### config.mk
export PLATFORM = sky130hd
export DESIGN_NAME = bfa_ctrl_flat
export DESIGN_NICKNAME = d
export VERILOG_FILES = /design/src/rtl/bfa_pkg.sv /design/src/rtl/bfa_in_if.sv /design/src/rtl/bfa_out_if.sv /design/src/rtl/bfa_ctrl.sv /design/src/flat_wrapper.sv
export SDC_FILE = /design/constraint.sdc
export NUM_CORES = 1
export LEC_CHECK = 0
export BUFFER_PORTS_ARGS = -buffer_cell sky130_fd_sc_hd__buf_4
export CORE_MARGIN = 4
export CORE_UTILIZATION = 37
export DETAILED_ROUTE_END_ITERATION = 8
export PLACE_DENSITY = 0.59
export REMOVE_ABC_BUFFERS = 1
export SLEW_MARGIN = 20
export SYNTH_ARGS = -nofsm -noshare
export SYNTH_HDL_FRONTEND = slang
export SYNTH_SLANG_ARGS = --single-unit
### constraint.sdc
create_clock -name clk -period 11.3 [get_ports clk]
set_clock_uncertainty 0.15 [all_clocks]
set_input_delay 2.26 -clock clk [delete_from_list [all_inputs] [get_ports clk]]
set_output_delay 2.26 -clock clk [all_outputs]
set_load 0.02 [all_outputs]
### src/rtl/bfa_pkg.sv
`default_nettype none
// ----------------------------------------------------------------------------
// bfa_pkg
// shared constants, codes, types and helper functions of the first-fit
// bitmap allocator
// ----------------------------------------------------------------------------
package bfa_pkg;

  localparam int WORD_BITS     = 64;
  localparam int BIT_W         = 6;
  localparam int ROW_WORDS     = 64;
  localparam int SLOT_W        = 6;
  localparam int MAX_WORDS_DEF = 1024;
  localparam int CFG_W         = 11;
  localparam int IDX_W         = 16;
  localparam int STATUS_W      = 2;

  localparam logic [CFG_W-1:0] CFG_RESET = 11'd1024;

  typedef enum logic {
    OP_ALLOC = 1'b0,
    OP_FREE  = 1'b1
  } opcode_t;

  typedef enum logic [STATUS_W-1:0] {
    ST_OK      = 2'd0,
    ST_FULL    = 2'd1,
    ST_INVALID = 2'd2
  } status_t;

  typedef enum logic [2:0] {
    S_IDLE,
    S_FLAG,
    S_WORD,
    S_FREE,
    S_RESP
  } state_t;

  typedef struct packed {
    logic rd;
    logic wr;
  } mem_cmd_t;

  // ones for positions base+j that lie below limit
  function automatic logic [ROW_WORDS-1:0] therm_mask(input logic [31:0] limit,
                                                      input logic [31:0] base);
    logic [31:0]          d;
    logic [ROW_WORDS-1:0] m;
    d = limit - base;
    if (limit <= base) begin
      m = '0;
    end else if (d >= 32'(ROW_WORDS)) begin
      m = '1;
    end else begin
      m = ~({ROW_WORDS{1'b1}} << d[SLOT_W-1:0]);
    end
    return m;
  endfunction

  // position of the lowest set bit
  function automatic logic [BIT_W-1:0] lowest_set(input logic [WORD_BITS-1:0] v);
    logic [BIT_W-1:0] r;
    r = '0;
    for (int i = WORD_BITS - 1; i >= 0; i--) begin
      if (v[i]) begin
        r = BIT_W'(i);
      end
    end
    return r;
  endfunction

endpackage
`default_nettype wire

### src/rtl/bfa_in_if.sv
`default_nettype none
// ----------------------------------------------------------------------------
// bfa_in_if
// request channel: opcode and index to release, valid/ready handshake
// ----------------------------------------------------------------------------
interface bfa_in_if;
  logic                      valid;
  logic                      ready;
  logic                      opcode;
  logic [bfa_pkg::IDX_W-1:0] free_index;

  modport source (output valid, output opcode, output free_index, input ready);
  modport sink   (input valid, input opcode, input free_index, output ready);
endinterface
`default_nettype wire

### src/rtl/bfa_out_if.sv
`default_nettype none
// ----------------------------------------------------------------------------
// bfa_out_if
// result channel: status and allocated index, valid/ready handshake
// ----------------------------------------------------------------------------
interface bfa_out_if;
  logic                         valid;
  logic                         ready;
  logic [bfa_pkg::STATUS_W-1:0] status;
  logic [bfa_pkg::IDX_W-1:0]    alloc_index;

  modport source (output valid, output status, output alloc_index, input ready);
  modport sink   (input valid, input status, input alloc_index, output ready);
endinterface
`default_nettype wire

### src/rtl/bfa_ctrl.sv
`default_nettype none
// ----------------------------------------------------------------------------
// bfa_ctrl
// request sequencer: row search, flag row read, word read-modify-write,
// free path, high water mark and the result register
// ----------------------------------------------------------------------------
module bfa_ctrl #(
  parameter  int MAX_WORDS = bfa_pkg::MAX_WORDS_DEF,
  localparam int NW        = $clog2(MAX_WORDS + 1),
  localparam int AW        = (MAX_WORDS > 1) ? $clog2(MAX_WORDS) : 1,
  localparam int NROWS     = (MAX_WORDS + bfa_pkg::ROW_WORDS - 1) / bfa_pkg::ROW_WORDS,
  localparam int RW        = (NROWS > 1) ? $clog2(NROWS) : 1,
  localparam int WIW       = RW + bfa_pkg::SLOT_W
) (
  input  logic                            clk,
  input  logic                            rst_n,
  bfa_in_if.sink                          in_ch,
  bfa_out_if.source                       out_ch,
  input  logic [NW-1:0]                   n_words,
  output bfa_pkg::mem_cmd_t               word_cmd,
  output logic [AW-1:0]                   word_addr,
  output logic [bfa_pkg::WORD_BITS-1:0]   word_wdata,
  input  logic [bfa_pkg::WORD_BITS-1:0]   word_rdata,
  output bfa_pkg::mem_cmd_t               flag_cmd,
  output logic [RW-1:0]                   flag_row,
  output logic [bfa_pkg::ROW_WORDS-1:0]   flag_wdata,
  input  logic [bfa_pkg::ROW_WORDS-1:0]   flag_rdata,
  input  logic                            srch_found,
  input  logic [RW-1:0]                   srch_row,
  output logic [NW-1:0]                   hwm
);

  bfa_pkg::state_t             state_r, state_nxt;
  logic [WIW-1:0]              w_r, w_nxt;
  logic [bfa_pkg::BIT_W-1:0]   bit_r, bit_nxt;
  logic [NW-1:0]               hwm_r, hwm_nxt;
  bfa_pkg::status_t            res_status_r, res_status_nxt;
  logic [bfa_pkg::IDX_W-1:0]   res_index_r, res_index_nxt;
  logic                        out_valid_r;
  bfa_pkg::status_t            out_status_r;
  logic [bfa_pkg::IDX_W-1:0]   out_index_r;

  logic                        in_acc;
  logic                        is_alloc;
  logic                        free_ok;
  logic                        load_out;
  logic [bfa_pkg::ROW_WORDS-1:0] nmask;
  logic [bfa_pkg::ROW_WORDS-1:0] cand;
  logic                        cand_any;
  logic [bfa_pkg::SLOT_W-1:0]  slot;
  logic [bfa_pkg::BIT_W-1:0]   alloc_bit;
  logic [bfa_pkg::WORD_BITS-1:0] set_word;
  logic [bfa_pkg::WORD_BITS-1:0] clr_word;
  logic [31:0]                 w_plus1;

  assign in_ch.ready = (state_r == bfa_pkg::S_IDLE);
  assign in_acc      = in_ch.valid && in_ch.ready;
  assign is_alloc    = (in_ch.opcode == bfa_pkg::OP_ALLOC);
  assign free_ok     = 32'(in_ch.free_index >> bfa_pkg::BIT_W) < 32'(n_words);
  assign load_out    = (state_r == bfa_pkg::S_RESP) && (!out_valid_r || out_ch.ready);

  // datapath
  assign nmask    = bfa_pkg::therm_mask(32'(n_words),
                                        32'(w_r[WIW-1:bfa_pkg::SLOT_W]) << bfa_pkg::SLOT_W);
  assign cand     = ~flag_rdata & nmask;
  assign cand_any = |cand;
  assign slot     = bfa_pkg::lowest_set(cand);

  assign alloc_bit = bfa_pkg::lowest_set(~word_rdata);
  assign set_word  = word_rdata | (64'b1 << alloc_bit);
  assign clr_word  = word_rdata & ~(64'b1 << bit_r);
  assign w_plus1   = 32'(w_r) + 32'd1;

  // next state
  always_comb begin
    state_nxt = state_r;
    case (state_r)
      bfa_pkg::S_IDLE: begin
        if (in_acc) begin
          if (is_alloc) begin
            state_nxt = srch_found ? bfa_pkg::S_FLAG : bfa_pkg::S_RESP;
          end else begin
            state_nxt = free_ok ? bfa_pkg::S_FREE : bfa_pkg::S_RESP;
          end
        end
      end
      bfa_pkg::S_FLAG: begin
        state_nxt = cand_any ? bfa_pkg::S_WORD : bfa_pkg::S_RESP;
      end
      bfa_pkg::S_WORD: state_nxt = bfa_pkg::S_RESP;
      bfa_pkg::S_FREE: state_nxt = bfa_pkg::S_RESP;
      bfa_pkg::S_RESP: begin
        if (load_out) begin
          state_nxt = bfa_pkg::S_IDLE;
        end
      end
      default: state_nxt = bfa_pkg::S_IDLE;
    endcase
  end

  // outputs and register updates
  always_comb begin
    word_cmd       = '0;
    word_addr      = AW'(w_r);
    word_wdata     = set_word;
    flag_cmd       = '0;
    flag_row       = RW'(w_r >> bfa_pkg::SLOT_W);
    flag_wdata     = flag_rdata;
    w_nxt          = w_r;
    bit_nxt        = bit_r;
    hwm_nxt        = hwm_r;
    res_status_nxt = res_status_r;
    res_index_nxt  = res_index_r;
    case (state_r)
      bfa_pkg::S_IDLE: begin
        if (in_acc) begin
          res_index_nxt = '0;
          if (is_alloc) begin
            res_status_nxt = bfa_pkg::ST_FULL;
            w_nxt          = {srch_row, {bfa_pkg::SLOT_W{1'b0}}};
            flag_cmd.rd    = srch_found;
            flag_row       = srch_row;
          end else begin
            res_status_nxt = free_ok ? bfa_pkg::ST_OK : bfa_pkg::ST_INVALID;
            w_nxt          = WIW'(in_ch.free_index >> bfa_pkg::BIT_W);
            bit_nxt        = in_ch.free_index[bfa_pkg::BIT_W-1:0];
            word_cmd.rd    = free_ok;
            word_addr      = AW'(in_ch.free_index >> bfa_pkg::BIT_W);
            flag_cmd.rd    = free_ok;
            flag_row       = RW'(in_ch.free_index >> (bfa_pkg::BIT_W + bfa_pkg::SLOT_W));
          end
        end
      end
      bfa_pkg::S_FLAG: begin
        w_nxt       = {w_r[WIW-1:bfa_pkg::SLOT_W], slot};
        word_cmd.rd = cand_any;
        word_addr   = AW'({w_r[WIW-1:bfa_pkg::SLOT_W], slot});
      end
      bfa_pkg::S_WORD: begin
        word_cmd.wr    = 1'b1;
        word_wdata     = set_word;
        flag_cmd.wr    = 1'b1;
        flag_wdata     = flag_rdata |
                         (64'(&set_word) << w_r[bfa_pkg::SLOT_W-1:0]);
        res_status_nxt = bfa_pkg::ST_OK;
        res_index_nxt  = bfa_pkg::IDX_W'({w_r, alloc_bit});
        if (w_plus1 > 32'(hwm_r)) begin
          hwm_nxt = NW'(w_plus1);
        end
      end
      bfa_pkg::S_FREE: begin
        word_cmd.wr = 1'b1;
        word_wdata  = clr_word;
        flag_cmd.wr = 1'b1;
        flag_wdata  = flag_rdata & ~(64'b1 << w_r[bfa_pkg::SLOT_W-1:0]);
      end
      bfa_pkg::S_RESP: begin
      end
      default: begin
      end
    endcase
  end

  always_ff @(posedge clk) begin
    if (!rst_n) begin
      state_r     <= bfa_pkg::S_IDLE;
      hwm_r       <= '0;
      out_valid_r <= 1'b0;
    end else begin
      state_r <= state_nxt;
      hwm_r   <= hwm_nxt;
      if (load_out) begin
        out_valid_r <= 1'b1;
      end else if (out_ch.ready) begin
        out_valid_r <= 1'b0;
      end
    end
  end

  always_ff @(posedge clk) begin
    w_r          <= w_nxt;
    bit_r        <= bit_nxt;
    res_status_r <= res_status_nxt;
    res_index_r  <= res_index_nxt;
    if (load_out) begin
      out_status_r <= res_status_r;
      out_index_r  <= res_index_r;
    end
  end

  assign out_ch.valid       = out_valid_r;
  assign out_ch.status      = out_status_r;
  assign out_ch.alloc_index = out_index_r;
  assign hwm                = hwm_r;

endmodule
`default_nettype wire

### src/flat_wrapper.sv
// flat-port wrapper written by rule: the top's interface ports become plain ports
module bfa_ctrl_flat 
#(
  parameter  int MAX_WORDS = bfa_pkg::MAX_WORDS_DEF,
  localparam int NW        = $clog2(MAX_WORDS + 1),
  localparam int AW        = (MAX_WORDS > 1) ? $clog2(MAX_WORDS) : 1,
  localparam int NROWS     = (MAX_WORDS + bfa_pkg::ROW_WORDS - 1) / bfa_pkg::ROW_WORDS,
  localparam int RW        = (NROWS > 1) ? $clog2(NROWS) : 1,
  localparam int WIW       = RW + bfa_pkg::SLOT_W
)
  (clk, rst_n, n_words, word_cmd, word_addr, word_wdata, word_rdata, flag_cmd, flag_row, flag_wdata, flag_rdata, srch_found, srch_row, hwm, in_ch_valid, in_ch_opcode, in_ch_free_index, in_ch_ready, out_ch_valid, out_ch_status, out_ch_alloc_index, out_ch_ready);
  bfa_in_if in_ch_i ();
  bfa_out_if out_ch_i ();
  input  logic clk;
  input  logic rst_n;
  input  logic [NW-1:0] n_words;
  output bfa_pkg::mem_cmd_t word_cmd;
  output logic [AW-1:0] word_addr;
  output logic [bfa_pkg::WORD_BITS-1:0] word_wdata;
  input  logic [bfa_pkg::WORD_BITS-1:0] word_rdata;
  output bfa_pkg::mem_cmd_t flag_cmd;
  output logic [RW-1:0] flag_row;
  output logic [bfa_pkg::ROW_WORDS-1:0] flag_wdata;
  input  logic [bfa_pkg::ROW_WORDS-1:0] flag_rdata;
  input  logic srch_found;
  input  logic [RW-1:0] srch_row;
  output logic [NW-1:0] hwm;
  input wire logic [$bits(in_ch_i.valid)-1:0] in_ch_valid;
  input wire logic [$bits(in_ch_i.opcode)-1:0] in_ch_opcode;
  input wire logic [$bits(in_ch_i.free_index)-1:0] in_ch_free_index;
  output wire logic [$bits(in_ch_i.ready)-1:0] in_ch_ready;
  output wire logic [$bits(out_ch_i.valid)-1:0] out_ch_valid;
  output wire logic [$bits(out_ch_i.status)-1:0] out_ch_status;
  output wire logic [$bits(out_ch_i.alloc_index)-1:0] out_ch_alloc_index;
  input wire logic [$bits(out_ch_i.ready)-1:0] out_ch_ready;
  assign in_ch_i.valid = in_ch_valid;
  assign in_ch_i.opcode = in_ch_opcode;
  assign in_ch_i.free_index = in_ch_free_index;
  assign in_ch_ready = in_ch_i.ready;
  assign out_ch_valid = out_ch_i.valid;
  assign out_ch_status = out_ch_i.status;
  assign out_ch_alloc_index = out_ch_i.alloc_index;
  assign out_ch_i.ready = out_ch_ready;
  bfa_ctrl #(.MAX_WORDS(MAX_WORDS)) u_core (.clk(clk), .rst_n(rst_n), .in_ch(in_ch_i), .out_ch(out_ch_i), .n_words(n_words), .word_cmd(word_cmd), .word_addr(word_addr), .word_wdata(word_wdata), .word_rdata(word_rdata), .flag_cmd(flag_cmd), .flag_row(flag_row), .flag_wdata(flag_wdata), .flag_rdata(flag_rdata), .srch_found(srch_found), .srch_row(srch_row), .hwm(hwm));
endmodule
# Word level (Yosys, flattened, before mapping)
# Cells that the tools add are included.
# W data, S select, Z words.
# classes
add_sub_neg,2
order_cmp,4
eq_ne,6
shift,5
muxes,163
bitwise,11
reduce_logical,17
# op_table
op,count
$mux W6,128
$not A64 Y64,5
$and A64 B64 Y64,3
$mux W64,3
$shl A1 B6 Y64 const A,3
$or A64 B64 Y64,2
$pmux W64 S2,1
$reduce_and A64 Y1,1
$reduce_or A64 Y1,1
$shl A1 B6 Y64,1
$shl A64 B6 Y64 const A,1
$mux W10,4
$pmux W10 S2,2
$ge A32 B7 Y1 const B,1
$gt A32 B11 Y1,1
$pmux W16 S2,1
$mux W3,6
$mux W16,1
$mux W4,3
$pmux W3 S4,1
$sub A11 B10 Y12,1
$add A10 B1 Y11 const B,1
$le A11 B10 Y1,1
$lt A10 B11 Y1,1
other kinds (18),35
# totals
reg_bits,67
input_bits,165
word_cells,218

# Logic depth before layout (Yosys ltp)
# logic_depth
ltp_word,71
ltp_mapped,17
ltp_nobuf,15

# Worst setup path before layout
# OpenSTA, ideal clock, no wires.
# synth_timing
kind,input port to output port
start,input word_rdata[0] (netlist bit)
end,output flag_wdata[15] (netlist bit)
t_arrival_ns,6.105
required_time_ns,8.890
slack_ns,2.785
path_stages,13
path_buffers,2
cell_sequence,buf_2 nand4_2 or4_1 clkbuf_2 nand4b_4 a21o_1 nor2_2 a31oi_1 or4_1 or4_1 nor4_2 o2111ai_4 o21ai_0
# synth_between
elab_chain_cells,8
# synth_lines
element,line,source
from (decl),flat_wrapper.sv:20,input logic [bfa_pkg::WORD_BITS-1:0] word_rdata;
$not A64 Y64,bfa_ctrl.sv:69,assign alloc_bit = bfa_pkg::lowest_set(~word_rdata);
$mux W6,bfa_pkg.sv:65,if (v[i]) begin
$shl A1 B6 Y64,bfa_ctrl.sv:70,assign set_word = word_rdata | (64'b1 << alloc_bit);
$or A64 B64 Y64 (*),bfa_ctrl.sv:70,
$reduce_and A64 Y1 (*),bfa_ctrl.sv:144,(64'(&set_word) << w_r[bfa_pkg::SLOT_W-1:0]);
$shl A1 B6 Y64 (*),bfa_ctrl.sv:144,
$or A64 B64 Y64 (*),bfa_ctrl.sv:143,flag_wdata = flag_rdata |
$pmux W64 S2 (*),bfa_ctrl.sv:114,case (state_r)
to (decl),flat_wrapper.sv:23,output logic [bfa_pkg::ROW_WORDS-1:0] flag_wdata;
# Mark *: on every way between the ends. The rest lies on a longest branch, timed or not.

# Final worst setup path
# layout_timing
start,input n_words[6]
end,output word_addr[1]
# layout_between
elab_chain_cells,70
word_cells_on_any_way,71
# layout_lines
element,line,source
from (decl),flat_wrapper.sv:16,input logic [NW-1:0] n_words;
$sub A11 B10 Y12,bfa_pkg.sv:49,d = limit - base;
$ge A32 B7 Y1,bfa_pkg.sv:52,end else if (d >= 32'(ROW_WORDS)) begin
$mux W64,bfa_pkg.sv:52,
$mux W64 (*),bfa_pkg.sv:50,if (limit <= base) begin
$and A64 B64 Y64 (*),bfa_ctrl.sv:65,assign cand = ~flag_rdata & nmask;
$mux W6 (63 in series),bfa_pkg.sv:65,
$mux W6 (*),bfa_pkg.sv:65,
$pmux W10 S2 (*),bfa_ctrl.sv:114,
to (decl),flat_wrapper.sv:18,output logic [AW-1:0] word_addr;
# Marked as above.

==> impl_results.md <==
- Status: finished clean
- Post-DP Area: 12500 sq um
- WL met2: approximately 24000 um
- Largest fanout on the critical path: 24
- # port buffers: 341
- CTS tree: built
- Area of the multi-input gates: 7300 sq um
- First-pass GRT wire length: 79000 um
- Antenna diodes: 0
- Nets: 1919
- Wirelength per Cell: 26.3 um
- Die area: 28900 sq um
- H-tree depth: 3
- Count leader, synth: a21oi_1
- Fill cell count: 2698
- CP Cell Sequence: buf_4 -> inv_1 -> ha_1 -> fa_1 -> xor2_1 -> and3_1 -> nand3_1 -> o31ai_4 -> buf_4 -> a21oi_1 -> o41ai_1 -> o21ai_0 -> nand4_1 -> a2111oi_0 -> a211oi_1 -> a211o_1 -> buf_4
- Critical Path Start: n_words[6]
- Fin area: 12900 sq um
- Dpl ws: 1.70 ns
- Antenna-violating nets left: 0
- Post-synthesis cell count: ~1400
- Routability cong.: 1.04
- Drt drc: 0
- Final Setup Violations: 0
- Unrepaired setup endpoints after global routing: false
- Largest net degree at the start of global routing: 65
- Hold buffer count at CTS: 0
- Worst-Margin Slew: 1.14 ns
- Metal-1 WL: 21300 um
- Die Y: 170 um
- Clock Latency Late Sink: between 0.3 and 0.4 ns
- Max Cap Violations: 0
- Highest routed layer: met4
- Final worst path period share: 0.861
- Initial DRC Count: 1868
- Top Ports: 342
- Aggregate global-route resource usage: 0.352
- Slew margin rel.: 0.235
- Post-synth EDFFs: 52
- Crit start category: primary input
- Cell area after synthesis: 9710 sq um
- Fraction of registers with async set or reset after synthesis: 0
- Detail Placement HPWL: ~43000 um
- Setup Fix Bufs, Post-CTS: 0
- Detailed Route WL: 54300 um
- Drt pass-1 iters: 6
- Flops & latches, synth: 67
- Worst path slowest cell: o31ai_4
- Num CTS Buffers: 9
- Peak VDD IR: between 0.0001 and 0.00015 V
- Static Leakage: between 5 and 6 nW
- Synth-to-layout area growth: 32.4%
- Reg-to-reg startpoint: u_core.w_r[6]$_DFFE_PP_
- Via count of the first global-routing pass: about 13000
- Number of library cell types mapped by synthesis: ~80
- Commonest cells post-synth: a21oi_1, o21ai_0, nand2_1
- Share of post-route cells with drive strength above 1: 0.266
- WL met3: 5820 um
- Sequential area share after synthesis: 0.192
- Starting Density: 0.375
- Final WS setup: ~1.6 ns
- CP most frequent cell: buf_4
- Worst Path Arrival: 7.32 ns
- Final critical-path required period: slightly below 10 ns
- Gr ovfl total: 0
- Initial antenna violation count: 0
- Via density: 6.58
- Reg clk slew, reported paths: around 0.060 ns
- Final core utilization: 0.496
- Via count: 13600
- Synth warn: 0
- CTS root buffer: clkbuf_16
- Final hold slack: approximately 0.27 ns
- Cell Rows: 59
- Die Wd: 170 um
- Top delay family on crit path: compound AO/OA/AOI/OAI gates
- Yosys top cell area share: 0.161
- Element type at the critical path end: primary output
- Setup CP Type: primary input to primary output
- Hold Crit Class: flip-flop to flip-flop
- Syn Area/Cell: 6.79 sq um
- Hold path startpoint: u_core.res_index_r[10]$_SDFFCE_PN0P_
- Top cells by area, synth: edfxtp_1, a21oi_1, o21ai_0
- Seq. cell area: 1860 sq um
- CP bufs+invs: 4
- Ys flop type: edfxtp_1
- Post-cts sizing count: 0
- Final-report hold violation count: 0
- Power per cell area: 96.7 nW/um^2
- Max Buffers Root-to-Sink: 2
- Req. time, crit path: 8.89 ns
- Peak Freq: 103 MHz
- CORE AREA: 25900 sq um
- Worst path max stage delay: 0.86 ns
- # clock sinks: between 60 and 70
- Final Max Tran Viols: 0
- Biggest area consumer among synthesized cells: edfxtp_1
- Setup TNS: 0 ns
-- worst register-to-register path: stages, from the launching register on --
cell and delay [ns]:
edfxtp_1 0.53, ha_1 0.28, fa_1 0.45, xor2_1 0.22, and3_1 0.28, nand3_1 0.19, o31ai_4 0.86, buf_4 0.34
a21oi_1 0.09, o41ai_1 0.82, o21ai_0 0.20, nand4_1 0.22, a2111oi_0 0.12, a211oi_1 0.58, a21o_1 0.15
-- stage by stage --
stage / power, mW / instances
2_1_floorplan: 0.627 / 1344
3_3_place_gp: 0.914 / 2047
3_5_place_dp: 0.914 / 2047
4_1_cts: 1.23 / 2063
5_1_grt: 1.30 / 2063
6_report: 1.24 / 2063
-- flip-flops by register name, summed over array words and instances (netlist names) --
| name | cells |
|---|---|
| u_core.state_r | 3 |
| u_core.res_index_r | 16 |
| u_core.hwm | 11 |
| u_core.bit_r | 6 |
| u_core.res_status_r | 2 |
| u_core.out_ch.alloc_index | 16 |
| u_core.w_r | 10 |
| u_core.out_ch.valid | 1 |
| u_core.out_ch.status | 2 |
-- power breakdown --
group	total [mW]	internal, mW	leakage [nW]	switching (mW)
clock	0.317	0.176	0.145	0.142
combinational	0.599	0.210	4.29	0.389
sequential	0.327	0.303	0.622	0.0248
-- metal layers --
layer,track usage,vias to the layer above
met1,0.454,6363
met2,0.566,971
met3,0.0718,186
met5,0,-
met4,0.168,0
li1,-,6057
-- cell type report --
cell class / count / share of cell area
Multi-Input combinational cell: 1221 / 0.567
Timing Repair Buffer: 368 / 0.215
Sequential cell: 67 / 0.145
Tap cell: 335 / 0.0326
Clock buffer: 9 / 0.0175
Inverter: 56 / 0.0163
Clock inverter: 7 / 0.00642
-- placed cells by master, fill, tap and decap left out, types with 13 or more instances in the layout --
cell	count
o21ai_0	137
ha_1	30
nand4_1	29
nand2_1	131
nor3_1	38
dfxtp_1	15
a21o_1	24
o21ai_1	22
and2_1	21
a31oi_1	38
nand2b_1	18
edfxtp_1	52
a21oi_1	219
nor2_1	96
nand3_1	101
buf_4	368
nor2b_1	16
a211oi_1	23
o21ai_2	40
o211ai_1	13
inv_1	51
-- cells by family after synthesis --
kind of cell,Yosys count,synth area share
buffers and inverters,143,0.0616
DFF,67,0.192
xor gates and xnor gates,8,0.00721
AOI/OAI and AO/OA,637,0.409
adders and majority gates,31,0.0407
muxes,9,0.00928
and+or+nand+nor,536,0.281
-- worst paths after layout --
kind,endpoint,slack [ns],depth (start not counted)
worst min-delay path,u_core.out_ch.alloc_index[10]$_DFFE_PP_,0.27,0
worst max register to register,u_core.w_r[1]$_DFFE_PP_,5.71,14
worst max-delay path,word_addr[1],1.57,17
worst min register to register,u_core.out_ch.alloc_index[10]$_DFFE_PP_,0.27,0
Power figures use the tool's default switching activity.
